==> src/rtl/cld_pkg.sv <==
// ----------------------------------------------------------------------------
// cld_pkg: shared definitions for the content-length deframer
// Result kinds, header line parser state, character codes and the field
// name table.
// ----------------------------------------------------------------------------
package cld_pkg;

    localparam int COUNT_WIDTH_DEFAULT = 27;
    localparam logic [31:0] MAX_MESSAGE_DEFAULT = 32'd67108864;

    localparam logic [3:0] NAME_LEN = 4'd14;
    localparam logic [3:0] NO_MATCH = 4'd15;

    localparam logic REG_MAX_MESSAGE = 1'b0;

    localparam logic [7:0] CH_NUL   = 8'h00;
    localparam logic [7:0] CH_TAB   = 8'h09;
    localparam logic [7:0] CH_LF    = 8'h0A;
    localparam logic [7:0] CH_VT    = 8'h0B;
    localparam logic [7:0] CH_FF    = 8'h0C;
    localparam logic [7:0] CH_CR    = 8'h0D;
    localparam logic [7:0] CH_SPACE = 8'h20;
    localparam logic [7:0] CH_PLUS  = 8'h2B;
    localparam logic [7:0] CH_MINUS = 8'h2D;
    localparam logic [7:0] CH_COLON = 8'h3A;
    localparam logic [7:0] CH_ZERO  = 8'h30;

    typedef enum logic [1:0] {
        KIND_HDR_BYTE = 2'd0,
        KIND_HDR_DONE = 2'd1,
        KIND_BODY     = 2'd2,
        KIND_ERROR    = 2'd3
    } kind_t;

    typedef enum logic [1:0] {
        VP_SKIP   = 2'd0,
        VP_SIGN   = 2'd1,
        VP_DIGITS = 2'd2,
        VP_DONE   = 2'd3
    } value_phase_t;

    typedef struct packed {
        logic [3:0]   name_pos;
        logic         colon_seen;
        value_phase_t vphase;
        logic         negative;
    } line_ctl_t;

    // lower-case header field name, one character per match position
    function automatic logic [7:0] name_char(input logic [3:0] pos);
        logic [7:0] c;
        case (pos)
            4'd0:    c = 8'h63; // c
            4'd1:    c = 8'h6F; // o
            4'd2:    c = 8'h6E; // n
            4'd3:    c = 8'h74; // t
            4'd4:    c = 8'h65; // e
            4'd5:    c = 8'h6E; // n
            4'd6:    c = 8'h74; // t
            4'd7:    c = 8'h2D; // -
            4'd8:    c = 8'h6C; // l
            4'd9:    c = 8'h65; // e
            4'd10:   c = 8'h6E; // n
            4'd11:   c = 8'h67; // g
            4'd12:   c = 8'h74; // t
            4'd13:   c = 8'h68; // h
            default: c = 8'h00;
        endcase
        return c;
    endfunction

endpackage

==> src/rtl/cld_apb_regs.sv <==
// ----------------------------------------------------------------------------
// cld_apb_regs: configuration register file
// APB-style access to the max_message limit.
// ----------------------------------------------------------------------------
module cld_apb_regs #(
    parameter int COUNT_WIDTH = cld_pkg::COUNT_WIDTH_DEFAULT
) (
    input  logic                   clk,
    input  logic                   rst_n,
    input  logic                   psel,
    input  logic                   penable,
    input  logic                   pwrite,
    input  logic [2:0]             paddr,
    input  logic [31:0]            pwdata,
    output logic [31:0]            prdata,
    output logic                   pready,
    output logic [COUNT_WIDTH-1:0] max_message
);

    localparam logic [COUNT_WIDTH-1:0] MAX_RESET =
        COUNT_WIDTH'(cld_pkg::MAX_MESSAGE_DEFAULT);

    logic [COUNT_WIDTH-1:0] max_message_reg;
    logic                   wr_en;

    assign pready = 1'b1;
    assign wr_en  = psel & penable & pwrite & (paddr[2] == cld_pkg::REG_MAX_MESSAGE);

    always_ff @(posedge clk or negedge rst_n)
    begin
        if (!rst_n)
        begin
            max_message_reg <= MAX_RESET;
        end
        else if (wr_en)
        begin
            max_message_reg <= pwdata[COUNT_WIDTH-1:0];
        end
    end

    assign prdata      = (paddr[2] == cld_pkg::REG_MAX_MESSAGE) ? 32'(max_message_reg) : 32'd0;
    assign max_message = max_message_reg;

endmodule

==> src/rtl/cld_line_parse.sv <==
// ----------------------------------------------------------------------------
// cld_line_parse: header line parser
// Matches the field name, then takes the value: blanks, sign, saturating
// decimal digits. Reports the length at the end of a matching line.
// ----------------------------------------------------------------------------
module cld_line_parse #(
    parameter int COUNT_WIDTH = cld_pkg::COUNT_WIDTH_DEFAULT
) (
    input  cld_pkg::line_ctl_t   ctl_in,
    input  logic [COUNT_WIDTH:0] accum_in,
    input  logic [7:0]           byte_in,
    input  logic                 eol,
    output cld_pkg::line_ctl_t   ctl_out,
    output logic [COUNT_WIDTH:0] accum_out,
    output logic                 len_set,
    output logic [COUNT_WIDTH:0] len_value
);

    localparam int PW = COUNT_WIDTH + 5;
    localparam logic [COUNT_WIDTH:0] CAP = {1'b1, {COUNT_WIDTH{1'b0}}};

    logic [7:0]    lower;
    logic          is_digit;
    logic          is_blank;
    logic          run_digit;
    logic [PW-1:0] product;

    assign lower    = (byte_in inside {[8'h41:8'h5A]}) ? byte_in + 8'd32 : byte_in;
    assign is_digit = byte_in inside {[8'h30:8'h39]};
    assign is_blank = byte_in inside {cld_pkg::CH_SPACE, cld_pkg::CH_TAB,
                                      cld_pkg::CH_VT, cld_pkg::CH_FF};
    assign product  = (PW'(accum_in) << 3) + (PW'(accum_in) << 1)
                    + PW'(byte_in - cld_pkg::CH_ZERO);

    always_comb
    begin
        ctl_out   = ctl_in;
        accum_out = accum_in;
        len_set   = 1'b0;
        len_value = accum_in;
        run_digit = 1'b0;
        if (ctl_in.negative && (accum_in != '0))
        begin
            len_value = CAP;
        end
        if (eol)
        begin
            len_set   = ctl_in.colon_seen && (ctl_in.name_pos == cld_pkg::NAME_LEN);
            ctl_out   = '0;
            accum_out = '0;
        end
        else if (!ctl_in.colon_seen)
        begin
            if (byte_in == cld_pkg::CH_COLON)
            begin
                ctl_out.colon_seen = 1'b1;
            end
            else if ((ctl_in.name_pos < cld_pkg::NAME_LEN)
                     && (lower == cld_pkg::name_char(ctl_in.name_pos)))
            begin
                ctl_out.name_pos = ctl_in.name_pos + 4'd1;
            end
            else
            begin
                ctl_out.name_pos = cld_pkg::NO_MATCH;
            end
        end
        else if (ctl_in.name_pos == cld_pkg::NAME_LEN)
        begin
            case (ctl_in.vphase)
                cld_pkg::VP_SKIP:
                begin
                    if (byte_in == cld_pkg::CH_PLUS || byte_in == cld_pkg::CH_MINUS)
                    begin
                        ctl_out.negative = (byte_in == cld_pkg::CH_MINUS);
                        ctl_out.vphase   = cld_pkg::VP_SIGN;
                    end
                    else if (!is_blank)
                    begin
                        run_digit = 1'b1;
                    end
                end
                cld_pkg::VP_SIGN, cld_pkg::VP_DIGITS:
                begin
                    run_digit = 1'b1;
                end
                default:
                begin
                    run_digit = 1'b0;
                end
            endcase
            if (run_digit)
            begin
                if (!is_digit)
                begin
                    ctl_out.vphase = cld_pkg::VP_DONE;
                end
                else
                begin
                    ctl_out.vphase = cld_pkg::VP_DIGITS;
                    accum_out = (product > PW'(CAP)) ? CAP : product[COUNT_WIDTH:0];
                end
            end
        end
    end

endmodule

==> src/rtl/cld_frame_ctrl.sv <==
// ----------------------------------------------------------------------------
// cld_frame_ctrl: framing state machine and result register
// Tracks the header terminator, collects the length, counts header and
// body bytes and registers one result per byte.
// ----------------------------------------------------------------------------
module cld_frame_ctrl #(
    parameter int COUNT_WIDTH = cld_pkg::COUNT_WIDTH_DEFAULT
) (
    input  logic                   clk,
    input  logic                   rst_n,
    input  logic [COUNT_WIDTH-1:0] max_message,
    input  logic                   item_valid,
    input  logic [7:0]             item_byte,
    output logic                   item_take,
    input  logic                   out_ready,
    output logic                   out_valid,
    output cld_pkg::kind_t         out_kind,
    output logic [7:0]             out_byte,
    output logic                   out_last,
    output logic [COUNT_WIDTH-1:0] out_length
);

    typedef enum logic [1:0] {
        PH_HEADER,
        PH_BODY,
        PH_ERROR
    } phase_t;

    typedef enum logic [2:0] {
        TT_NONE,
        TT_CR,
        TT_CRLF,
        TT_CRLFCR,
        TT_LF
    } term_t;

    phase_t                 phase_reg, phase_next;
    term_t                  track_reg, track_next, track_upd;
    cld_pkg::line_ctl_t     ctl_reg, ctl_next, lp_ctl;
    logic [COUNT_WIDTH:0]   accum_reg, accum_next, lp_accum;
    logic                   have_len_reg, have_len_next, have_upd;
    logic [COUNT_WIDTH:0]   declared_reg, declared_next, decl_upd, lp_len_value;
    logic [COUNT_WIDTH-1:0] hdr_count_reg, hdr_count_next;
    logic [COUNT_WIDTH-1:0] body_rem_reg, body_rem_next, rem_dec;
    logic                   nul_reg, nul_next;
    logic                   out_valid_reg, out_valid_next;
    cld_pkg::kind_t         kind_reg, kind_next;
    logic [7:0]             byte_reg, byte_next;
    logic                   last_reg, last_next;
    logic [COUNT_WIDTH-1:0] length_reg, length_next;

    logic lp_len_set;
    logic is_cr;
    logic is_lf;
    logic nul_now;
    logic done;
    logic too_long;

    cld_line_parse #(
        .COUNT_WIDTH (COUNT_WIDTH)
    ) u_line_parse (
        .ctl_in    (ctl_reg),
        .accum_in  (accum_reg),
        .byte_in   (item_byte),
        .eol       (is_cr | is_lf),
        .ctl_out   (lp_ctl),
        .accum_out (lp_accum),
        .len_set   (lp_len_set),
        .len_value (lp_len_value)
    );

    assign item_take = item_valid & (~out_valid_reg | out_ready);
    assign is_cr     = (item_byte == cld_pkg::CH_CR);
    assign is_lf     = (item_byte == cld_pkg::CH_LF);
    assign nul_now   = nul_reg | (item_byte == cld_pkg::CH_NUL);
    assign done      = ~nul_now & is_lf
                     & (track_reg == TT_CRLF || track_reg == TT_CRLFCR || track_reg == TT_LF);
    assign have_upd  = have_len_reg | (~nul_now & lp_len_set);
    assign decl_upd  = (~nul_now & lp_len_set) ? lp_len_value : declared_reg;
    assign too_long  = decl_upd > {1'b0, max_message};
    assign rem_dec   = (body_rem_reg != '0) ? body_rem_reg - COUNT_WIDTH'(1) : body_rem_reg;

    always_comb
    begin
        if (done)
        begin
            track_upd = track_reg;
        end
        else if (is_lf)
        begin
            track_upd = (track_reg == TT_CR) ? TT_CRLF : TT_LF;
        end
        else if (is_cr)
        begin
            track_upd = (track_reg == TT_CRLF) ? TT_CRLFCR : TT_CR;
        end
        else
        begin
            track_upd = TT_NONE;
        end
    end

    always_comb
    begin
        logic header_clear;
        header_clear   = 1'b0;
        phase_next     = phase_reg;
        track_next     = track_reg;
        ctl_next       = ctl_reg;
        accum_next     = accum_reg;
        have_len_next  = have_len_reg;
        declared_next  = declared_reg;
        hdr_count_next = hdr_count_reg;
        body_rem_next  = body_rem_reg;
        nul_next       = nul_reg;
        out_valid_next = out_valid_reg & ~out_ready;
        kind_next      = kind_reg;
        byte_next      = byte_reg;
        last_next      = last_reg;
        length_next    = length_reg;
        if (item_take)
        begin
            out_valid_next = 1'b1;
            kind_next      = cld_pkg::KIND_ERROR;
            byte_next      = 8'd0;
            last_next      = 1'b0;
            length_next    = '0;
            case (phase_reg)
                PH_BODY:
                begin
                    kind_next     = cld_pkg::KIND_BODY;
                    byte_next     = item_byte;
                    body_rem_next = rem_dec;
                    if (rem_dec == '0)
                    begin
                        last_next    = 1'b1;
                        phase_next   = PH_HEADER;
                        header_clear = 1'b1;
                    end
                end
                PH_HEADER:
                begin
                    nul_next = nul_now;
                    if (!nul_now)
                    begin
                        track_next    = track_upd;
                        ctl_next      = lp_ctl;
                        accum_next    = lp_accum;
                        have_len_next = have_upd;
                        declared_next = decl_upd;
                    end
                    if (done)
                    begin
                        if (!have_upd || too_long)
                        begin
                            phase_next = PH_ERROR;
                        end
                        else
                        begin
                            kind_next     = cld_pkg::KIND_HDR_DONE;
                            length_next   = decl_upd[COUNT_WIDTH-1:0];
                            body_rem_next = decl_upd[COUNT_WIDTH-1:0];
                            if (decl_upd == '0)
                            begin
                                last_next    = 1'b1;
                                header_clear = 1'b1;
                            end
                            else
                            begin
                                phase_next = PH_BODY;
                            end
                        end
                    end
                    else if (hdr_count_reg >= max_message)
                    begin
                        phase_next = PH_ERROR;
                    end
                    else
                    begin
                        hdr_count_next = hdr_count_reg + COUNT_WIDTH'(1);
                        kind_next      = cld_pkg::KIND_HDR_BYTE;
                    end
                end
                default:
                begin
                    phase_next = PH_ERROR;
                end
            endcase
            if (header_clear)
            begin
                track_next     = TT_NONE;
                ctl_next       = '0;
                accum_next     = '0;
                have_len_next  = 1'b0;
                declared_next  = '0;
                hdr_count_next = '0;
                nul_next       = 1'b0;
            end
        end
    end

    always_ff @(posedge clk or negedge rst_n)
    begin
        if (!rst_n)
        begin
            phase_reg     <= PH_HEADER;
            track_reg     <= TT_NONE;
            ctl_reg       <= '0;
            accum_reg     <= '0;
            have_len_reg  <= 1'b0;
            declared_reg  <= '0;
            hdr_count_reg <= '0;
            body_rem_reg  <= '0;
            nul_reg       <= 1'b0;
            out_valid_reg <= 1'b0;
            kind_reg      <= cld_pkg::KIND_HDR_BYTE;
            byte_reg      <= 8'd0;
            last_reg      <= 1'b0;
            length_reg    <= '0;
        end
        else
        begin
            phase_reg     <= phase_next;
            track_reg     <= track_next;
            ctl_reg       <= ctl_next;
            accum_reg     <= accum_next;
            have_len_reg  <= have_len_next;
            declared_reg  <= declared_next;
            hdr_count_reg <= hdr_count_next;
            body_rem_reg  <= body_rem_next;
            nul_reg       <= nul_next;
            out_valid_reg <= out_valid_next;
            kind_reg      <= kind_next;
            byte_reg      <= byte_next;
            last_reg      <= last_next;
            length_reg    <= length_next;
        end
    end

    assign out_valid  = out_valid_reg;
    assign out_kind   = kind_reg;
    assign out_byte   = byte_reg;
    assign out_last   = last_reg;
    assign out_length = length_reg;

endmodule

==> src/rtl/content_length_deframer.sv <==
// ----------------------------------------------------------------------------
// content_length_deframer: header-plus-body stream deframer
// Datapath: an accepted byte is loaded into the input register, and its result
//   into the result register once the framing logic takes the byte.
// Throughput: one byte per cycle unless stalled; one framing pass per byte.
// Reset: asynchronous, active low; returns to header parsing, max_message
//   back to its default, errors cleared.
// ----------------------------------------------------------------------------
module content_length_deframer #(
    parameter int COUNT_WIDTH = cld_pkg::COUNT_WIDTH_DEFAULT
) (
    input  logic        clk,
    input  logic        rst_n,
    input  logic        s_axis_tvalid,
    output logic        s_axis_tready,
    input  logic [7:0]  s_axis_tdata,   // [7:0] in_byte
    output logic        m_axis_tvalid,
    input  logic        m_axis_tready,
    output logic [((COUNT_WIDTH + 15) / 8) * 8 - 1:0] m_axis_tdata,
                                        // body_byte, body_length, zero pad
    output logic        m_axis_tlast,   // body_last
    output logic [1:0]  m_axis_tuser,   // [1:0] kind
    input  logic        psel,
    input  logic        penable,
    input  logic        pwrite,
    input  logic [2:0]  paddr,
    input  logic [31:0] pwdata,
    output logic [31:0] prdata,
    output logic        pready
);

    localparam int DATA_W = ((COUNT_WIDTH + 15) / 8) * 8;

    logic                   in_valid_reg, in_valid_next;
    logic [7:0]             in_byte_reg, in_byte_next;
    logic                   item_take;
    logic [COUNT_WIDTH-1:0] max_message;
    cld_pkg::kind_t         out_kind;
    logic [7:0]             out_byte;
    logic [COUNT_WIDTH-1:0] out_length;

    cld_apb_regs #(
        .COUNT_WIDTH (COUNT_WIDTH)
    ) u_regs (
        .clk         (clk),
        .rst_n       (rst_n),
        .psel        (psel),
        .penable     (penable),
        .pwrite      (pwrite),
        .paddr       (paddr),
        .pwdata      (pwdata),
        .prdata      (prdata),
        .pready      (pready),
        .max_message (max_message)
    );

    cld_frame_ctrl #(
        .COUNT_WIDTH (COUNT_WIDTH)
    ) u_frame (
        .clk         (clk),
        .rst_n       (rst_n),
        .max_message (max_message),
        .item_valid  (in_valid_reg),
        .item_byte   (in_byte_reg),
        .item_take   (item_take),
        .out_ready   (m_axis_tready),
        .out_valid   (m_axis_tvalid),
        .out_kind    (out_kind),
        .out_byte    (out_byte),
        .out_last    (m_axis_tlast),
        .out_length  (out_length)
    );

    assign s_axis_tready = ~in_valid_reg | item_take;

    always_comb
    begin
        in_valid_next = in_valid_reg;
        in_byte_next  = in_byte_reg;
        if (s_axis_tready)
        begin
            in_valid_next = s_axis_tvalid;
            if (s_axis_tvalid)
            begin
                in_byte_next = s_axis_tdata;
            end
        end
    end

    always_ff @(posedge clk or negedge rst_n)
    begin
        if (!rst_n)
        begin
            in_valid_reg <= 1'b0;
            in_byte_reg  <= 8'd0;
        end
        else
        begin
            in_valid_reg <= in_valid_next;
            in_byte_reg  <= in_byte_next;
        end
    end

    assign m_axis_tdata = DATA_W'({out_length, out_byte});
    assign m_axis_tuser = out_kind;

`ifndef ASSERT_OFF
    a_last_kind: assert property (@(posedge clk) disable iff (!rst_n)
        m_axis_tvalid && m_axis_tlast |->
            m_axis_tuser == cld_pkg::KIND_BODY || m_axis_tuser == cld_pkg::KIND_HDR_DONE)
        else $error("last flag on a result that is neither body nor header end");

    a_error_sticky: assert property (@(posedge clk) disable iff (!rst_n)
        m_axis_tvalid && m_axis_tready && m_axis_tuser == cld_pkg::KIND_ERROR |=>
            !m_axis_tvalid || m_axis_tuser == cld_pkg::KIND_ERROR)
        else $error("result after an error is not an error");

    a_byte_zero: assert property (@(posedge clk) disable iff (!rst_n)
        m_axis_tvalid && m_axis_tuser != cld_pkg::KIND_BODY |-> out_byte == 8'd0)
        else $error("body byte set on a non-body result");

    a_length_zero: assert property (@(posedge clk) disable iff (!rst_n)
        m_axis_tvalid && m_axis_tuser != cld_pkg::KIND_HDR_DONE |-> out_length == '0)
        else $error("length set on a result that is not header end");
`endif

endmodule

==> config.mk <==
export PLATFORM = sky130hd
export DESIGN_NAME = content_length_deframer
export DESIGN_NICKNAME = d
export VERILOG_FILES = /design/src/rtl/cld_pkg.sv /design/src/rtl/cld_apb_regs.sv /design/src/rtl/cld_line_parse.sv /design/src/rtl/cld_frame_ctrl.sv /design/src/rtl/content_length_deframer.sv
export SDC_FILE = /design/constraint.sdc
export NUM_CORES = 1
export LEC_CHECK = 0
export BUFFER_PORTS_ARGS = -buffer_cell sky130_fd_sc_hd__clkbuf_2
export CAP_MARGIN = 10
export CORE_MARGIN = 3
export CORE_UTILIZATION = 30
export CTS_CLUSTER_SIZE = 12
export DETAILED_ROUTE_END_ITERATION = 10
export HOLD_SLACK_MARGIN = 0.12
export SYNTH_ARGS = -nofsm -noshare
export SYNTH_HDL_FRONTEND = slang
export SYNTH_HIERARCHICAL = 1
export SYNTH_SLANG_ARGS = --single-unit
==> constraint.sdc <==
create_clock -name clk -period 8.3 [get_ports clk]
set_clock_uncertainty 0.2 [all_clocks]
set_input_delay 1.66 -clock clk [delete_from_list [all_inputs] [get_ports clk]]
set_output_delay 1.66 -clock clk [all_outputs]
set_load 0.01 [all_outputs]
* Yosys cells after proc, flatten, opt, wreduce, memory -nomap -nowiden *
Memory sizes are Yosys's and may differ from the RTL's.
Cells that the tools add are included.

operators by class
  bitwise operators = 18
  muxes and demuxes = 82
  multipliers = 0
  reductions and logical operators = 40
  eq/ne operators = 28
  shift-type cells = 0
  add/subtract/negate cells = 7
  div/mod/pow operators = 0
  order comparisons = 8

operator list
  kind                                                  count
  two-way mux 28 bit                                    14
  two-way mux 27 bit                                    11
  two-way mux 8 bit                                     9
  one-hot mux 27 bit (2 select lines)                   1
  == test 8 x 4 -> 1 bit, second input constant         5
  two-way mux 3 bit                                     11
  adder 31 x 29 -> 32 bit                               1
  adder 32 bit                                          1
  == test 8 x 6 -> 1 bit, second input constant         4
  > comparator 32 x 28 -> 1 bit, second input constant  1
  > comparator 28 x 27 -> 1 bit                         1
  zero test 28 bit                                      1
  nonzero test 28 bit                                   1
  adder 27 x 1 -> 27 bit, second input constant         1
  >= comparator 27 bit                                  1
  zero test 27 bit                                      1
  nonzero test 27 bit                                   1
  subtractor 27 x 1 -> 27 bit, second input constant    1
  AND reduction 7 bit                                   3
  two-way mux 2 bit                                     10
  two-way mux 1 bit                                     19
  nonzero test 3 bit                                    6
  AND reduction 4 bit                                   4
  nonzero test 4 bit                                    3
  38 further kinds                                      72

storage, ports and cells
  word-level logic and storage cells = 204
  output and inout bits = 78
  input bits = 50
  memories kept = 1
  bits in latches = 0
  flip-flop bits (word level) = 200
  memory bits (read-only) = 112
  bits in writable memories = 0

memories
  memory           depth  width  read ports  clocked after Yosys merged registers in  wr ports  RTL line       source
  (no name shown)  16     7      1           0                                        0         cld_pkg.sv:52  case (pos)

* Depth between registers and ports, before layout *
Gate-level depths: netlist of the first run.

  depth in word-level cells = 15
  depth in mapped cells = 23
  gate-level depth less buffers = 19

* Modules after synthesis *
Netlist of the first run, hierarchy kept.

by module, submodules not included
  module                   cells an instance  area each (sq um)  sequential area each (sq um)  times used
  cld_frame_ctrl           1016               9564.2             4103.9                        1
  cld_line_parse           502                3718.6             0.0                           1
  cld_apb_regs             94                 1337.5             676.9                         1
  content_length_deframer  26                 426.7              225.2                         1

* Worst setup path before layout of the first run *
No wires, ideal clock.

  path type = register -> register
  start = register in_byte_reg[4]
  end = register u_frame.hdr_count_reg[19]
  clock period less this slack = 5.871 ns
  stages on the path, launching flop included = 22
  arrival time = 5.593 ns
  data required time = 8.022 ns
  buffers on the path = 3
  library setup time = 0.078 ns
  slack = 2.429 ns
  cells stage by stage = dfrtp_1 -> nor4_2 -> nand3_1 -> nand2_1 -> and2_1 -> nand2b_1 -> a21oi_1 -> clkbuf_1 -> clkbuf_1 -> mux2i_1 -> inv_1 -> ha_1 -> nor2b_1 -> o211ai_1 -> a211oi_1 -> o41a_1 -> o41ai_1 -> nor2b_1 -> nor3_1 -> clkbuf_1 -> or4_1 -> a21oi_1

between the ends
  longest elaborated chain between the ends = 13
  elaborated cells on any way between the ends = 26
  those cells by class = order compare: 1; eq/ne: 4; mux: 8; bitwise: 7; reduce/logical: 6

ends and longest elaborated chain
  item                                                                          RTL line                                      source
  start, declared                                                               content_length_deframer.sv:35                 logic [7:0] in_byte_reg, in_byte_next;
  start signal, assigned                                                        content_length_deframer.sv:100                in_byte_reg <= in_byte_next;
  == test 8 x 4 -> 1 bit, on equally long branches                              cld_frame_ctrl.sv:73, cld_frame_ctrl.sv:74
  OR 1 bit *                                                                    cld_frame_ctrl.sv:65                          .eol (is_cr | is_lf),
  two-way mux 1 bit *                                                           cld_line_parse.sv:46                          if (eol)
  net u_frame.lp_len_set                                                        cld_frame_ctrl.sv:52                          logic lp_len_set;
  AND 1 bit *                                                                   cld_frame_ctrl.sv:78, cld_frame_ctrl.sv:79
  two-way mux 28 bit or OR 1 bit (tied branches)                                cld_frame_ctrl.sv:79, cld_frame_ctrl.sv:78
  > comparator 28 x 27 -> 1 bit (tied with other cells)                         cld_frame_ctrl.sv:80                          assign too_long = decl_upd > {1'b0, max_message};
  logical OR 1 bit or two-way mux 1 bit (tied branches)                         cld_frame_ctrl.sv:154, cld_frame_ctrl.sv:163
  two-way mux 1 bit *                                                           cld_frame_ctrl.sv:154                         if (!have_upd || too_long)
  two-way mux 1 bit *                                                           cld_frame_ctrl.sv:152                         if (done)
  one-hot mux 1 bit (2 select lines) *                                          cld_frame_ctrl.sv:128                         case (phase_reg)
  two-way mux 1 bit *                                                           cld_frame_ctrl.sv:121                         if (item_take)
  inequality test 2 bit (no source line) or nonzero test 2 bit (tied branches)  --
  AND reduction 4 bit (no source line)                                          --
  end signal, assigned                                                          cld_frame_ctrl.sv:229                         hdr_count_reg <= hdr_count_next;
  end, declared                                                                 cld_frame_ctrl.sv:43                          logic [COUNT_WIDTH-1:0] hdr_count_reg, hdr_count_next;

Mark *: on every way through the listed nets, which the timed path passes. The rest lies on a longest branch. The select of a mux whose other input is x is not followed.
A chain may end at the register's enable or synchronous reset.

* Final worst setup path of the first run *
  start = register in_byte_reg[4]
  end = register u_frame.hdr_count_reg[26]

Same word-level chain as after synthesis.

==> results.cfg, run 1 <==
[timing]
setup_viol = 0
final_max_slew_viol_count = 0
final.period_utilization_pct = 82.9
whs_ns = 0.283
tightest_slew_ns = 1.19
rsz0062_at_grt = no
relSlewSlack_pct = 20.6
min_period_ns = 6.88
fmax_mhz = 145
fin_tns_setup_ns = 0
hold_viol_final = 0

[synth]
synthCells = 1638
netlist.area_leader.share_pct = 33.1
ys_async_sr_fraction_pct = 100
ys_ff_latch = 200
synthTopCellsByArea = dfrtp_1, ha_1, nand2_1
yosysSeqAreaShare_pct = 33.3
synth_cell_types = 104
synth_edf_count = 0
syn_area_um2 = 15000
yosys_warnings = 6
synthFlopType = dfrtp_1
synth_largest_area_cell = dfrtp_1
postSynthAreaPerCell_um2 = 9.19

[routing]
drt_iter0_markers = 953
drc = 0
viasPerCell = 5.43
wl_per_cell_um = 18.9
first_pass_iters = 5
ant_nets = 0
via_count = 13000
wirelength_mm = 45.3

[power]
power_switching_uw = 773
p_seq_share_pct = 44.3
p_int_uw = 1660
vdd_drop_max_v = 0.000159
leakagePower_uw = 0.00785
p_total_uw = 2430
power.density_nw_per_um2 = 144
swShare_pct = 31.8
clockPowerShare_pct = 33.2
p_comb_share_pct = 22.4

[cells_and_area]
drive_gt1_share_pct = 15.6
fillCellCount = 5109
stdcell_count = 2392
diodes = 0
seqCellArea_um2 = 5010
multi_input_area_um2 = 9330
syn_to_final_growth_pct = 12.1
fin_nets = 1898

[clocking]
cts-root-buf = clkbuf_16
clock_latency_ns = 0.49
cts.clk_slew.worst_paths_ns = 0.07
cts_sinks = 200
clockBufferDepth = 2
post_cts_buffers = 0
ctsHoldBuffers = 0
cts_max_level = 4
cts_tree = done
cts_buffers = 17
ctsResizeCount = 0

[critical_path]
critical_path.cell_chain = nor4_2 > nand3_1 > nand2_1 > buf_4 > and2_1 > nand2b_1 > a21oi_4 > buf_4 > mux2_2 > ha_1 > a21oi_1 > a21boi_0 > o41a_1 > o41ai_2 > buf_4 > nand2b_1 > a21oi_2 > nor2b_1 > mux2_2
reg2regPathDepth = 19
cp-end-kind = flip-flop
critPathKind = flip-flop to flip-flop
critPathArrivalTime_ns = 7.05
required_ns = 8.47
max_stage_delay_ns = 0.74
cpMostUsedCell = buf_4
cp_max_fo = 21
cpMaxStageDelayCell = a21oi_2
worst_setup_path_start_kind = flip-flop

[placed_design]
dpl.hpwl_mm = 33.8
dpl.cell_count = 2360
port_buffers = 109
gp_congestion = 0.920

[grt]
overflow = 0
grt_pass1_wl_mm = 72.7
grt_pass1_vias = 12700
grt_max_degree = 80
grt_antenna_before_repair = 0
track_usage_pct = 17.3

[floorplan]
dieWidth_um = 230
pin_count = 128
coreArea_um2 = 49300
fp.dieH_um = 230
initial_core_util_pct = 30.5
fp.dieArea_um2 = 52900
rows = 81

[hold_path]
holdPathStages = 2
hp-class = flip-flop to flip-flop

[status]
outcome = complete, no violations

[run]
drv_cap = 0
Yosys cell counts, types with 10 or more instances:
library cell / n
dfrtp_1: 199
nand2_1: 158
a21oi_1: 113
ha_1: 106
inv_1: 100
o21ai_0: 95
nor2_1: 92
clkbuf_1: 64
a22o_1: 57
nor2b_1: 36
a32o_1: 34
nand3_1: 33
nor4_1: 33
nand4_1: 32
and2_1: 28
mux2_4: 28
fa_1: 27
mux2_2: 26
nor3_1: 23
xnor2_1: 23
a21o_1: 19
mux2i_1: 18
xor2_1: 17
and3_1: 16
o22ai_1: 16
a211oi_1: 15
o31ai_1: 15
nand2b_1: 14
a31oi_1: 12
or4_1: 12
buf_4: 11
o21ai_1: 10
power by group through the flow:
stage	registers [µW]	clock network (µW)	logic, µW
after floorplan	1070	0	396
after CTS	1080	834	547
final	1080	808	545
after global routing	1090	874	610
after global placement	1090	0	532
after detailed placement	1090	0	542
final timing paths:
check	from	end	slack [ns]
min in group asynchronous	rst_n	u_frame/accum_reg[17]	0.99
worst max-delay path	in_byte_reg[4]	u_frame/hdr_count_reg[26]	1.42
max in group asynchronous	rst_n	u_frame/accum_reg[12]	5.35
worst max register to register	in_byte_reg[4]	u_frame/hdr_count_reg[26]	1.42
worst min register to register	u_frame/out_byte[2]	u_frame/out_byte[2]	0.28
worst min-delay path	u_frame/out_byte[2]	u_frame/out_byte[2]	0.28
layer usage:
layer	global-route usage, %	share of wire (%)
met5	0	0
met1	22.8	44
met3	2.76	4.6
met2	28.8	49
met4	6.00	2.3
final cells by class:
| type | count | area share [%] |
|---|---|---|
| Inverter | 100 | 2.23 |
| Timing Repair Buffer | 139 | 4.62 |
| Clock inverter | 7 | 0.282 |
| Tap cell | 664 | 4.93 |
| Sequential cell | 200 | 29.7 |
| Clock buffer | 25 | 2.94 |
| Multi-Input combinational cell | 1257 | 55.3 |
placed cells by master, fill, tap and decap left out, types with 11 or more instances in the layout:
master     count
nand2b_1      14
and2_1        28
a22o_1        57
a31oi_1       12
clkbuf_2     108
dfrtp_1      199
nand4_1       32
xnor2_1       23
nor2_1        92
mux2i_1       18
conb_1        11
inv_1        100
nand2_1      157
mux2_4        28
a211oi_1      15
mux2_2        26
nor2b_1       35
xor2_1        17
buf_4         30
or4_1         12
o22ai_1       16
ha_1         106
nor3_1        22
fa_1          27
a21o_1        19
clkbuf_16     17
nor4_1        33
and3_1        16
o31ai_1       14
nand3_1       33
a21oi_1      112
a32o_1        34
o21ai_0       94
cell families (layout without fill, tap and decap cells):
kind of cell	count (synthesis)	after routing	share of synthesized area, %
AO/OA/AOI/OAI	466	466	21.5
XOR/XNOR	41	41	2.44
adder cells (fa/ha/maj)	133	133	12.4
buffers and inverters	189	271	5.28
flip-flops	200	200	33.3
multiplexers	72	72	5.94
other	3	11	0.0748
AND/OR/NAND/NOR	534	534	19.1
worst max-delay path, delay by kind of cell, from the launching register on:
family                   cells  cell delay [ns]
AO/OA/AOI/OAI                6             2.38
AND/OR/NAND/NOR              7             1.66
buffers and inverters        3             0.90
multiplexers                 2             0.75
flip-flops                   1             0.50
adder cells (fa/ha/maj)      1             0.34
per-stage QoR:
stage               area (µm²)  setup WS [ns]  util (%)
global placement         16300           1.53      33.1
global route             16900          0.887      34.2
detailed placement       16300           1.43      33.1
floorplan                15100           2.43         -
finish                   16900           1.42      34.2
CTS                      16900           1.40      34.2
No activity file was read; power rests on OpenSTA's default activity.
==> run 2: changes to the inputs <==
--- a/config.mk
+++ b/config.mk
@@ -5,6 +5,7 @@
 export SDC_FILE = /design/constraint.sdc
 export NUM_CORES = 1
 export LEC_CHECK = 0
+export ABC_AREA = 1
 export BUFFER_PORTS_ARGS = -buffer_cell sky130_fd_sc_hd__clkbuf_2
 export CAP_MARGIN = 10
 export CORE_MARGIN = 3
==> constraint.sdc (replaced) <==
create_clock -name clk -period 6.75 [get_ports clk]
set_clock_uncertainty 0.2 [all_clocks]
set_input_delay 1.35 -clock clk [delete_from_list [all_inputs] [get_ports clk]]
set_output_delay 1.35 -clock clk [all_outputs]
set_load 0.01 [all_outputs]
==> run 2 against run 1 <==
Clock power is 30% higher. Sequential share of layout area down 3.7 points. Synthesized cell count rose by 63%. Non-clock buffer count shrank 16. Die area is 17% higher. Register-to-register slack got worse by 0.68 ns. Critical path type unchanged. Critical endpoint is now u_frame/accum_reg[4].
==> results.cfg, run 2 <==
[status]
outcome = complete, no violations

[power]
power.density_nw_per_um2 = 205
leakagePower_uw = 0.0102
vdd_drop_max_v = 0.000151

[floorplan]
rows = 88
coreArea_um2 = 57900
fp.dieArea_um2 = 61600
dieWidth_um = 248
initial_core_util_pct = 30.4
pin_count = 128
fp.dieH_um = 248

[cells_and_area]
seqCellArea_um2 = 5010
layout_common_cells = nand2_1, inv_1, nor2_1
fillCellCount = 6410
fin_nets = 2911
syn_to_final_growth_pct = 9.63
diodes = 0
drive_gt1_share_pct = 10.4
layout_commonest_cell = nand2_1
multi_input_area_um2 = 10600
final_util_pct = 33.3

[timing]
worst_slack_ns = 0.743
rsz0062_at_grt = no
relSlewSlack_pct = 32.3
final.period_utilization_pct = 89.0
whs_ns = 0.276
fin_tns_setup_ns = 0
setup_viol = 0
tightest_slew_ns = 1.01
min_period_ns = 6.01
final_max_slew_viol_count = 0
fmax_mhz = 166
hold_viol_final = 0

[routing]
first_pass_iters = 8
drc = 0
ant_nets = 0
wirelength_mm = 49.2
wl_per_cell_um = 14.0
via_count = 16400
drt_iter0_markers = 1244
viasPerCell = 4.68

[run]
drv_cap = 0

[synth]
synth_top_cells_by_count = nand2_1, inv_1, nor2_1
synth_cell_types = 53
postSynthAreaPerCell_um2 = 6.59
synth_edf_count = 0
yosys_warnings = 6
synth.most_common_cell = nand2_1
yosysSeqAreaShare_pct = 28.4
synthTopCellsByArea = dfrtp_1, nand2_1, inv_1
ys_async_sr_fraction_pct = 100
ys_ff_latch = 200
netlist.area_leader.share_pct = 28.3
synthFlopType = dfrtp_1
synth_largest_area_cell = dfrtp_1
synthCells = 2670
syn_area_um2 = 17600

[grt]
overflow = 0
grt_pass1_wl_mm = 80.9
grt_pass1_vias = 15300
grt_antenna_before_repair = 0
grt_max_degree = 125
track_usage_pct = 16.2

[hold_path]
hp-class = flip-flop to flip-flop

[critical_path]
cpMaxStageDelayCell = dfrtp_1
critPathKind = flip-flop to flip-flop
r2r_slack_ns = 0.74
cpMostUsedCell = nand2_1
cp_max_fo = 42
max_stage_delay_ns = 0.59
cp-end-kind = flip-flop
critPathArrivalTime_ns = 6.13
required_ns = 6.88
worst_setup_path_start_kind = flip-flop

[clocking]
cts_buffers = 17
cts_max_level = 4
cts-root-buf = clkbuf_16
cts.clk_slew.worst_paths_ns = 0.08
cts_sinks = 200
clockBufferDepth = 2
cts_tree = done
clock_latency_ns = 0.46

[placed_design]
gp_congestion = 0.899
place_ws_ns = 0.649
port_buffers = 109
dpl.hpwl_mm = 38.3
[run 2: cell type report]
type	instances	area share, %
clock inverters	15	0.869
flip-flops and latches	200	25.9
inverters	399	7.78
clock buffers	17	2.20
repair buffers	123	3.55
multi-input cells	1987	54.7
well taps	765	4.96
[run 2: worst paths after layout]
kind,from,cells past startpoint,endpoint
worst max-delay path,in_byte_reg[1],28,u_frame/accum_reg[4]
worst min-delay path,u_regs/max_message[26],2,u_regs/max_message[26]
worst max register to register,in_byte_reg[1],28,u_frame/accum_reg[4]
worst min register to register,u_regs/max_message[26],2,u_regs/max_message[26]
max in group asynchronous,rst_n,2,u_frame/out_length[4]
min in group asynchronous,rst_n,1,u_regs/max_message[18]
[run 2: cell families (layout without fill, tap and decap cells)]
| group | after synthesis | in the layout | synth area share (%) |
|---|---|---|---|
| adders and majority gates | 133 | 133 | 10.6 |
| xor gates and xnor gates | 50 | 50 | 2.49 |
| DFF | 200 | 200 | 28.4 |
| other | 3 | 11 | 0.0640 |
| buffers and inverters | 491 | 554 | 12.0 |
| AOI/OAI and AO/OA | 277 | 277 | 9.94 |
| and+or+nand+nor | 1516 | 1516 | 36.5 |
[run 2: timing repair]
action                     in CTS  in global routing
resized for setup               0                  2
setup endpoints to repair       0                 46
hold buffers                    0                  0
setup buffers                   0                  0
[run 2: where the power goes]
group / switching (µW) / leakage (µW) / internal [µW] / total, µW
sequential: 102 / 0.00266 / 1260 / 1360
clock: 500 / 0.000290 / 555 / 1050
combinational: 1050 / 0.00722 / 489 / 1540
total: 1660 / 0.0102 / 2310 / 3960
[run 2: layer usage]
| metal | share of wire, % | track usage [%] |
|---|---|---|
| met4 | 1.7 | 4.08 |
| met2 | 45 | 26.7 |
| met1 | 48 | 22.4 |
| met5 | 0 | 0 |
| met3 | 4.5 | 2.06 |
[run 2: per-stage QoR]
step	area [µm²]	instances	total power [µW]
after detailed placement	18700	3474	2920
after floorplan	17600	2678	2480
after CTS	19300	3506	3990
final	19300	3506	3960
after global placement	18700	3474	2910
after global routing	19300	3506	4260
[run 2: critical path, delay by kind of cell (launching register included)]
| family | cells | cell delay, ns |
|---|---|---|
| fa+ha+maj | 1 | 0.32 |
| compound gates | 3 | 0.37 |
| buf+inv | 6 | 1.30 |
| flops | 1 | 0.59 |
| simple gates | 18 | 3.07 |
